===== src/design/tlpfa_ram.sv =====
// ----------------------------------------------------------------------------
// tlpfa_ram
// Simple dual-port synchronous RAM: one write port, one read port with a
// registered read that updates only when read enable is high.
// ----------------------------------------------------------------------------
module tlpfa_ram #(
	parameter int W = 8,
	parameter int D = 64,
	localparam int AW = $clog2(D)
) (
	input  logic          clk,
	input  logic          we,
	input  logic [AW-1:0] waddr,
	input  logic [W-1:0]  wdata,
	input  logic          re,
	input  logic [AW-1:0] raddr,
	output logic [W-1:0]  rdata
);

	logic [W-1:0] mem [D];

	always_ff @(posedge clk) begin
		if (we)
			mem[waddr] <= wdata;
	end

	always_ff @(posedge clk) begin
		if (re)
			rdata <= mem[raddr];
	end

endmodule


===== config.mk =====
export PLATFORM = sky130hd
export DESIGN_NAME = tlpfa_ram
export DESIGN_NICKNAME = d
export VERILOG_FILES = /design/src/design/tlpfa_ram.sv
export SDC_FILE = /design/constraint.sdc
export NUM_CORES = 1
export LEC_CHECK = 0
export ABC_AREA = 1
export BUFFER_PORTS_ARGS = -buffer_cell sky130_fd_sc_hd__buf_4
export CORE_MARGIN = 2
export CORE_UTILIZATION = 35
export CTS_BUF_LIST = sky130_fd_sc_hd__clkbuf_16
export DETAILED_ROUTE_END_ITERATION = 8
export SLEW_MARGIN = 10
export SYNTH_ARGS = -nofsm -noshare
export SYNTH_HDL_FRONTEND = slang
export SYNTH_SLANG_ARGS = --single-unit

===== constraint.sdc =====
create_clock -name clk -period 4.78 [get_ports clk]
set_input_delay 0.478 -clock clk [delete_from_list [all_inputs] [get_ports clk]]
set_output_delay 0.478 -clock clk [all_outputs]
set_load 0.02 [all_outputs]

==> flow_metrics.tcl, run 1 <==
set metrics [dict create \
    cts.path.max_buffers 3 \
    multi_input_area_um2 4946 \
    antenna_cells 0 \
    hold_viol 0 \
    startpoint_type "input pin" \
    synth_seq_cells 520 \
    hold_class "in2reg" \
    path_delay_family "buffers and inverters" \
    crit_chain "buf_6 > inv_6 > buf_12 > nand2_1 > nand3_1 > nand3_1 > nand2_1 > nand2_1 > nand3_1 > nand3_1 > nand2_1" \
    synth_common_cells "nand2_1 (648), edfxtp_1 (520), nand3_1 (439)" \
    wl_um 53620 \
    yosysWarnings 0 \
    yosys.area.top_type "edfxtp_1" \
    area_growth_pct 10.61 \
    path_max_fanout 108 \
    synthAdderAreaFrac 0 \
    worstPathArrival_ps 2830 \
    initial_core_util 0.3542 \
    clk_latency_ps 590 \
    end_kind "flop" \
    gp_congestion 0.8100 \
    rrSetupSlack_ps 3220 \
    vias_per_cell 5.194 \
    max_cap_viol_count 0 \
    worst_slew_pin_slew_ps 1095 \
    yosysSeqAreaShare 0.7290 \
    synth_top_family_by_area "simple AND/OR/NAND/NOR gates" \
    synth_cell_type_count 15 \
    syn_inst 1805 \
    clk_pin_slew_ps 60 \
    synth_xor_area_frac 0 \
    fillers 5695 \
    ys_async_sr_fraction 0 \
    drc 0 \
    synthFlopType "edfxtp_1" \
    finalSetupViolCount 0 \
    grt_first_pass_wirelength_um 81970 \
    dp_cells 2521 \
    synth_compound_area_frac 0 \
    grt_max_degree 203 \
    htreeDepth 2 \
    leakagePower_uw 0.008365 \
    postCtsSetupRepairBufs 0 \
    swShare 0.2218 \
    regArea_um2 15620 \
    coreArea_um2 60470 \
    std_cell_rows 90 \
    synth_edf_count 520 \
    max_freq_ghz 0.4201 \
    max_stage_delay_ps 670 \
    p_comb_frac 0.060 \
    pin_count 31 \
    synth_area_leaders "edfxtp_1 (73%), nand2_1 (11%), nand3_1 (10%)" \
    crit_required_ps 5230 \
    dieArea_um2 63190 \
    nets 1816 \
    p_sw_uw 2158 \
    numPortBuffers 30 \
    syn_area_um2 21420 \
    cts-resized-gates 0 \
    rsz0062_at_grt "false" \
    dr.pass1.iters 7 \
    synth_top_area_frac 0.7290 \
    cell_internal_pwr_uw 7572 \
    ant_nets 0 \
    synth.most_common_cell "nand2_1" \
    vdd.ir_drop.worst_mv 0.2602 \
    p_clk_frac 0.419 \
    fin_crit_sh 0.4980 \
    hpwl_um 29190 \
    seq_power_share 0.521 \
    period_minus_slack_ps 2381 \
    instances_no_fill 2613 \
    status "complete, no violations" \
    finalSetupTns_ps 0 \
    slowest_stage "inv_6" \
    synth.area.mux_share 0 \
    synth_fp_nets 1828 \
    critPathBufInv 3 \
    num_vias 13570 \
    cts-buffers-inserted 52 \
    slew_headroom 0.2698 \
    synth-simple-area-share 0.2309 \
    die_w_um 251.4 \
    synth_area_per_cell_um2 11.87 \
    cts_tree "done" \
    cts_root_buf "clkbuf_16" \
    grt_usage 0.1706 \
    drt_iter0_markers 1426 \
    grt_pass1_vias 13490 \
    antenna_found_initial 1 \
    path_class "in2reg" \
    slew_viol_final 0 \
    finClkSkew_ps 9.185 \
    layout-drive-gt1-share 0.06663 \
    grt_remaining_overflow 0 \
    cts_hold_buf 0 \
    chipHeight_um 251.4 \
    cts.sinks 520 \
    power_density_nw_per_um2 410.7 \
    wire_per_inst_um 20.52 \
]
-- power groups by stage --
stage | clock network [uW] | registers (uW) | logic, uW
2_1_floorplan | 0 | 5170 | 355
3_3_place_gp | 0 | 5170 | 574
3_5_place_dp | 0 | 5170 | 583
4_1_cts | 4130 | 5070 | 584
5_1_grt | 4320 | 5070 | 642
6_report | 4080 | 5070 | 582
-- kinds of logic after synthesis --
group                  after synthesis
and+or+nand+nor                   1160
DFF                                520
buffers and inverters              125
-- stage by stage --
step	power (uW)	setup WS (ps)	util	cell area, um^2	hold slack (ps)
after floorplan	5524	2536	-	21420	576.9
after global placement	5742	1887	0.3640	22010	834.3
after detailed placement	5751	1864	0.3640	22010	840.7
after CTS	9785	2482	0.3918	23690	220.3
after global routing	10030	2251	0.3918	23690	230.0
final	9731	2399	0.3918	23690	249.8
-- worst paths after layout --
| path | endpoint | startpoint | cells after the start |
|---|---|---|---|
| max | rdata[4] | raddr[0] | 11 |
| min | rdata[2] | re | 1 |
| max reg2reg | rdata[3] | mem[27][3] | 8 |
| min reg2reg | rdata[1] | mem[62][1] | 8 |
-- final cells by class --
cell class / instances / area share
inverter: 12 / 0.002218
timing repair buffer: 47 / 0.01769
clock buffer: 53 / 0.05598
sequential: 520 / 0.6591
multi-input combinational: 1160 / 0.2088
clock inverter: 39 / 0.01500
tap: 782 / 0.04130
-- flip-flops by register name (all words and copies together), names as in the netlist --
signal  count
rdata       8
mem       512
-- layout by cell type, fill, tap and decap left out, drive strengths merged --
| master | synthesis | routed |
|---|---|---|
| nand4 | 9 | 9 |
| buf | 98 | 47 |
| clkinvlp | 0 | 4 |
| nor4 | 8 | 8 |
| nand3 | 439 | 439 |
| inv | 12 | 21 |
| nor2 | 56 | 56 |
| nand2 | 648 | 648 |
| clkbuf | 15 | 53 |
| clkinv | 0 | 19 |
| bufinv | 0 | 7 |
| edfxtp | 520 | 520 |
-- layer usage --
| layer | GRT usage | up-vias | wire length, um |
|---|---|---|---|
| li1 | - | 6330 | - |
| met1 | 0.2407 | 6633 | 23690 |
| met2 | 0.2619 | 525 | 24010 |
| met3 | 0.04359 | 83 | 4754 |
| met4 | 0.04609 | 0 | 1161 |
| met5 | 0 | - | 0 |
Power figures use the tool's default switching activity.
==> run 2: changes to the inputs <==
==> constraint.sdc (replaced) <==
create_clock -name clk -period 2.4 [get_ports clk]
set_input_delay 0.24 -clock clk [delete_from_list [all_inputs] [get_ports clk]]
set_output_delay 0.24 -clock clk [all_outputs]
set_load 0.02 [all_outputs]
==> run 2 against run 1 <==
Combinational power increased by 110%; critical path type is now reg2out; highest routed layer is now met5; clock power increased by 91%; critical path depth decreased by 10; sequential power increased by 99%; largest cell class unchanged; non-clock buffer count increased by 87; clock skew increased by 16 ps; routed wire length increased by 0.16%; register-to-register slack got worse by 2300 ps; via count increased by 2.6%.
==> flow_metrics.tcl, run 2 (synthesized netlist as in run 1, its figures left out) <==
set metrics [dict create \
    die_w_um 251.4 \
    status "complete, no violations" \
    slowest_stage "edfxtp_1" \
    p_sw_uw 4271 \
    layout-drive-gt1-share 0.1053 \
    period_minus_slack_ps 1571 \
    r2r_end "rdata[5]" \
    ant_nets 0 \
    pin_count 31 \
    fin_crit_sh 0.6544 \
    path_max_fanout 1 \
    startpoint_type "flop" \
    worst_slew_pin_slew_ps 839.8 \
    end_kind "primary output" \
    max_cap_viol_count 0 \
    std_cell_rows 90 \
    slew_viol_final 0 \
    path_class "reg2out" \
    p_clk_frac 0.407 \
    postCtsSetupRepairBufs 0 \
    cts_tree "done" \
    cts_hold_buf 2 \
    clk_latency_ps 610 \
    final_cell_mix "nand2_1 (648), edfxtp_1 (520), nand3_1 (439)" \
    coreArea_um2 60470 \
    finalSetupViolCount 0 \
    rsz0062_at_grt "false" \
    cts.path.max_buffers 3 \
    grt_first_pass_wirelength_um 82230 \
    largest_reg_flops 512 \
    chipHeight_um 251.4 \
    area_growth_pct 13.99 \
    dr.pass1.iters 5 \
    wire_per_inst_um 19.88 \
    hold_viol 0 \
    drt_iter0_markers 1500 \
    rrSetupSlack_ps 910 \
    top_register "mem" \
    r2r_cells 8 \
    slew_headroom 0.4402 \
    numPortBuffers 30 \
    finalSetupTns_ps 0 \
    htreeDepth 2 \
    dp_cells 2606 \
    clk_pin_slew_ps 60 \
    cell_internal_pwr_uw 14830 \
    crit_end "rdata[2]" \
    seq_power_share 0.529 \
    cts_root_buf "clkbuf_16" \
    crit_chain "buf_4" \
    nets 1905 \
    hold_class "in2reg" \
    cts-resized-gates 0 \
    max_stage_delay_ps 500 \
    worstPathArrival_ps 1330 \
    vias_per_cell 5.152 \
    path_delay_family "flip-flops" \
    grt_remaining_overflow 0 \
    cp-startpoint "rdata[2]" \
    cts-buffers-inserted 54 \
    grt_max_degree 101 \
    initial_core_util 0.3542 \
    crit_cells 1 \
    reg_top3 "mem: 512 flops, rdata: 8 flops" \
    leakagePower_uw 0.008857 \
    wl_um 53700 \
    crit_required_ps 2160 \
    gp_congestion 0.8305 \
    swShare 0.2236 \
    dieArea_um2 63190 \
    vdd.ir_drop.worst_mv 0.5189 \
    finClkSkew_ps 25.07 \
    drc 0 \
    cts.sinks 520 \
    power_uw 19100 \
    num_vias 13920 \
    p_comb_frac 0.064 \
    hpwl_um 31030 \
    antenna_found_initial 2 \
    power_density_nw_per_um2 782.2 \
    max_freq_ghz 0.6367 \
    mostFrequentLayoutCell "nand2_1" \
    grt_pass1_vias 13590 \
    critPathBufInv 1 \
    grt_usage 0.1702 \
    instances_no_fill 2702 \
    r2r_start "mem[15][5]" \
]
==> run 2: area by class of cell <==
| cell class | count | area [um^2] |
|---|---|---|
| well taps | 782 | 978.4 |
| repair buffers | 134 | 1202 |
| inverters | 12 | 52.55 |
| clock inverters | 38 | 242.7 |
| flip-flops and latches | 520 | 15620 |
| diodes | 1 | 2.502 |
| multi-input cells | 1160 | 4946 |
| fillers | 5659 | 36050 |
| clock buffers | 55 | 1376 |
==> run 2: metrics by stage <==
stage	cell area (um^2)	utilization	hold slack [ps]	setup WS (ps)
2_1_floorplan	21420	-	338.9	393.9
3_3_place_gp	22770	0.3766	605.0	424.0
3_5_place_dp	22770	0.3766	600.9	406.9
4_1_cts	24410	0.4037	104.4	819.1
5_1_grt	24410	0.4037	128.6	803.5
6_report	24420	0.4038	123.6	829.5
==> run 2: metal layers <==
metal,routed length (um),track usage,vias up
met5,27,0,-
met4,1108,0.04830,4
met3,3881,0.02713,83
met2,24520,0.2677,473
met1,24170,0.2443,6851
li1,-,-,6510
==> run 2: power groups by stage <==
stage	clock network, uW	logic [uW]	registers (uW)
after global placement	0	1200	10300
after global routing	8260	1340	10100
final	7780	1210	10100
after floorplan	0	707	10300
after CTS	7940	1220	10100
after detailed placement	0	1210	10300
==> run 2: worst min path at each step <==
stage	slack, ps	from	to	cells after the start
final	120	wdata[3]	mem[15][3]	1
after global routing	130	wdata[3]	mem[15][3]	1
after CTS	100	wdata[3]	mem[14][3]	1
after detailed placement	600	re	rdata[7]	1
after global placement	600	re	rdata[7]	1
after floorplan	340	wdata[0]	mem[0][0]	0
==> run 3: changes to the inputs <==
==> constraint.sdc (replaced) <==
create_clock -name clk -period 1.4 [get_ports clk]
set_input_delay 0.14 -clock clk [delete_from_list [all_inputs] [get_ports clk]]
set_output_delay 0.14 -clock clk [all_outputs]
set_load 0.02 [all_outputs]
==> run 3 against run 2 <==
The run now ends with setup timing left; combinational power grew 110%; non-clock buffer count grew 39; first-iteration DRC count shrank 15%; clock-buffer cell count shrank 2; die area is the same; register-to-register slack lost 890 ps; via count grew 2.4%; design area grew 6.2%; utilization grew 2.5 points; worst hold slack lost 100 ps; sequential cell count is the same; critical path type unchanged; largest cell class unchanged; largest power group unchanged.
==> flow_metrics.tcl, run 3 (synthesized netlist as in run 1, its figures left out) <==
set metrics [dict create \
    max_cap_viol_count 0 \
    die_w_um 251.4 \
    grt_pass1_vias 13870 \
    cts_root_buf "clkbuf_16" \
    leakagePower_uw 0.009371 \
    end_kind "primary output" \
    violations "setup timing" \
    r2r_end "rdata[7]" \
    nets 1943 \
    rsz0062_at_grt "true" \
    layout-drive-gt1-share 0.1862 \
    max_stage_delay_ps 520 \
    slew_viol_final 0 \
    startpoint_type "flop" \
    slowest_stage "edfxtp_1" \
    path_max_fanout 1 \
    cts.path.max_buffers 3 \
    status "complete, but fails checks" \
    post-place-ws_ps -505.4 \
    slew_headroom 0.4334 \
    mostFrequentLayoutCell "nand2_1" \
    crit_required_ps 1260 \
    cts_tree "done" \
    wl_um 56250 \
    fin_ws_ps -51.29 \
    final_cell_mix "nand2_1 (625), edfxtp_1 (520), nand3_1 (382)" \
    drc 0 \
    antenna_found_initial 0 \
    area_growth_pct 21.01 \
    hpwl_um 34570 \
    grt_first_pass_wirelength_um 85800 \
    clk_pin_slew_ps 60 \
    grt_max_degree 65 \
    postCtsSetupRepairBufs 0 \
    std_cell_rows 90 \
    htreeDepth 2 \
    swShare 0.2217 \
    dieArea_um2 63190 \
    chipHeight_um 251.4 \
    cell_internal_pwr_uw 26380 \
    largest_reg_flops 512 \
    p_clk_frac 0.415 \
    antenna_cells 0 \
    reg_top3 "mem: 512 flops, rdata: 8 flops" \
    numPortBuffers 30 \
    drt_iter0_markers 1280 \
    hold_path_depth 1 \
    hold_class "in2reg" \
    coreArea_um2 60470 \
    grt_usage 0.1790 \
    gp_congestion 0.9065 \
    finClkSkew_ps 8.535 \
    dr.pass1.iters 5 \
    seq_power_share 0.511 \
    r2r_cells 8 \
    num_vias 14250 \
    ant_nets 0 \
    hold_viol 0 \
    worst_slew_pin_slew_ps 849.9 \
    vias_per_cell 5.197 \
    top_register "mem" \
    rrSetupSlack_ps 20 \
    cts-buffers-inserted 53 \
    clk_latency_ps 590 \
    fin_crit_sh 1.037 \
    period_minus_slack_ps 1451 \
    holdCritStartpoint "wdata[7]" \
    path_delay_family "flip-flops" \
    power_density_nw_per_um2 1308 \
    crit_chain "buf_6" \
    cts.sinks 520 \
    max_freq_ghz 0.6890 \
    path_class "reg2out" \
    fin_util 0.4286 \
    p_comb_frac 0.074 \
    r2r_start "mem[59][7]" \
    p_sw_uw 7515 \
    wire_per_inst_um 20.51 \
    grt_remaining_overflow 0 \
    worstPathArrival_ps 1310 \
    initial_core_util 0.3542 \
    critPathBufInv 1 \
    finalSetupViolCount 3 \
    crit_cells 1 \
    pin_count 31 \
    holdPathEnd "mem[29][7]" \
    vdd.ir_drop.worst_mv 0.8161 \
]
## run 3: worst max path at each step
| stage | slack [ps] | endpoint | start |
|---|---|---|---|
| finish | -50 | rdata[4] | rdata[4] |
| detailed placement | -510 | rdata[6] | raddr[1] |
| global route | -70 | rdata[3] | mem[23][3] |
| CTS | -60 | rdata[0] | rdata[0] |
| global placement | -500 | rdata[4] | raddr[1] |
| floorplan | -290 | mem[48][0] | we |
## run 3: per-stage QoR
step / hold WS (ps) / total power [uW] / std cells / instance area (um^2) / TNS (ps)
2_1_floorplan: 238.9 / 18920 / 1805 / 21730 / -58170
3_3_place_gp: 475.7 / 20010 / 2645 / 23780 / -3668
6_report: 20.95 / 33890 / 2742 / 25920 / -110.0
5_1_grt: 20.26 / 34920 / 2742 / 25920 / -277.1
4_1_cts: 6.017 / 34050 / 2742 / 25600 / -169.6
3_5_place_dp: 482.9 / 20020 / 2645 / 23780 / -3818
## run 3: repair_timing
action / CTS / global route
pin swaps: 1 / 28
gates resized for setup: 21 / 70
endpoints found under the setup margin: 12 / 12
hold buffers: 2 / 0
hold endpoints to repair: 31 / 0
## run 3: final cells by class
cell class | instances | area [um^2]
multi-input combinational | 1160 | 5544
clock buffer | 53 | 1326
fill | 5443 | 34550
clock inverter | 42 | 385.4
inverter | 12 | 71.32
sequential | 520 | 15620
timing repair buffer | 173 | 1998
tap | 782 | 978.4
## run 3: metal layers
| layer | track usage | routed length, um | up-vias |
|---|---|---|---|
| met4 | 0.04915 | 1097 | 0 |
| met2 | 0.2885 | 26310 | 548 |
| met1 | 0.2495 | 24270 | 7026 |
| met3 | 0.03199 | 4571 | 76 |
| met5 | 0 | 0 | - |
| li1 | - | - | 6601 |
## run 3: power groups by stage
stage / Clock (uW) / Combinational [uW] / Sequential (uW)
after detailed placement: 0 / 2380 / 17600
final: 14100 / 2510 / 17300
after CTS: 14300 / 2410 / 17300
after floorplan: 0 / 1270 / 17700
after global placement: 0 / 2360 / 17600
after global routing: 14900 / 2730 / 17300
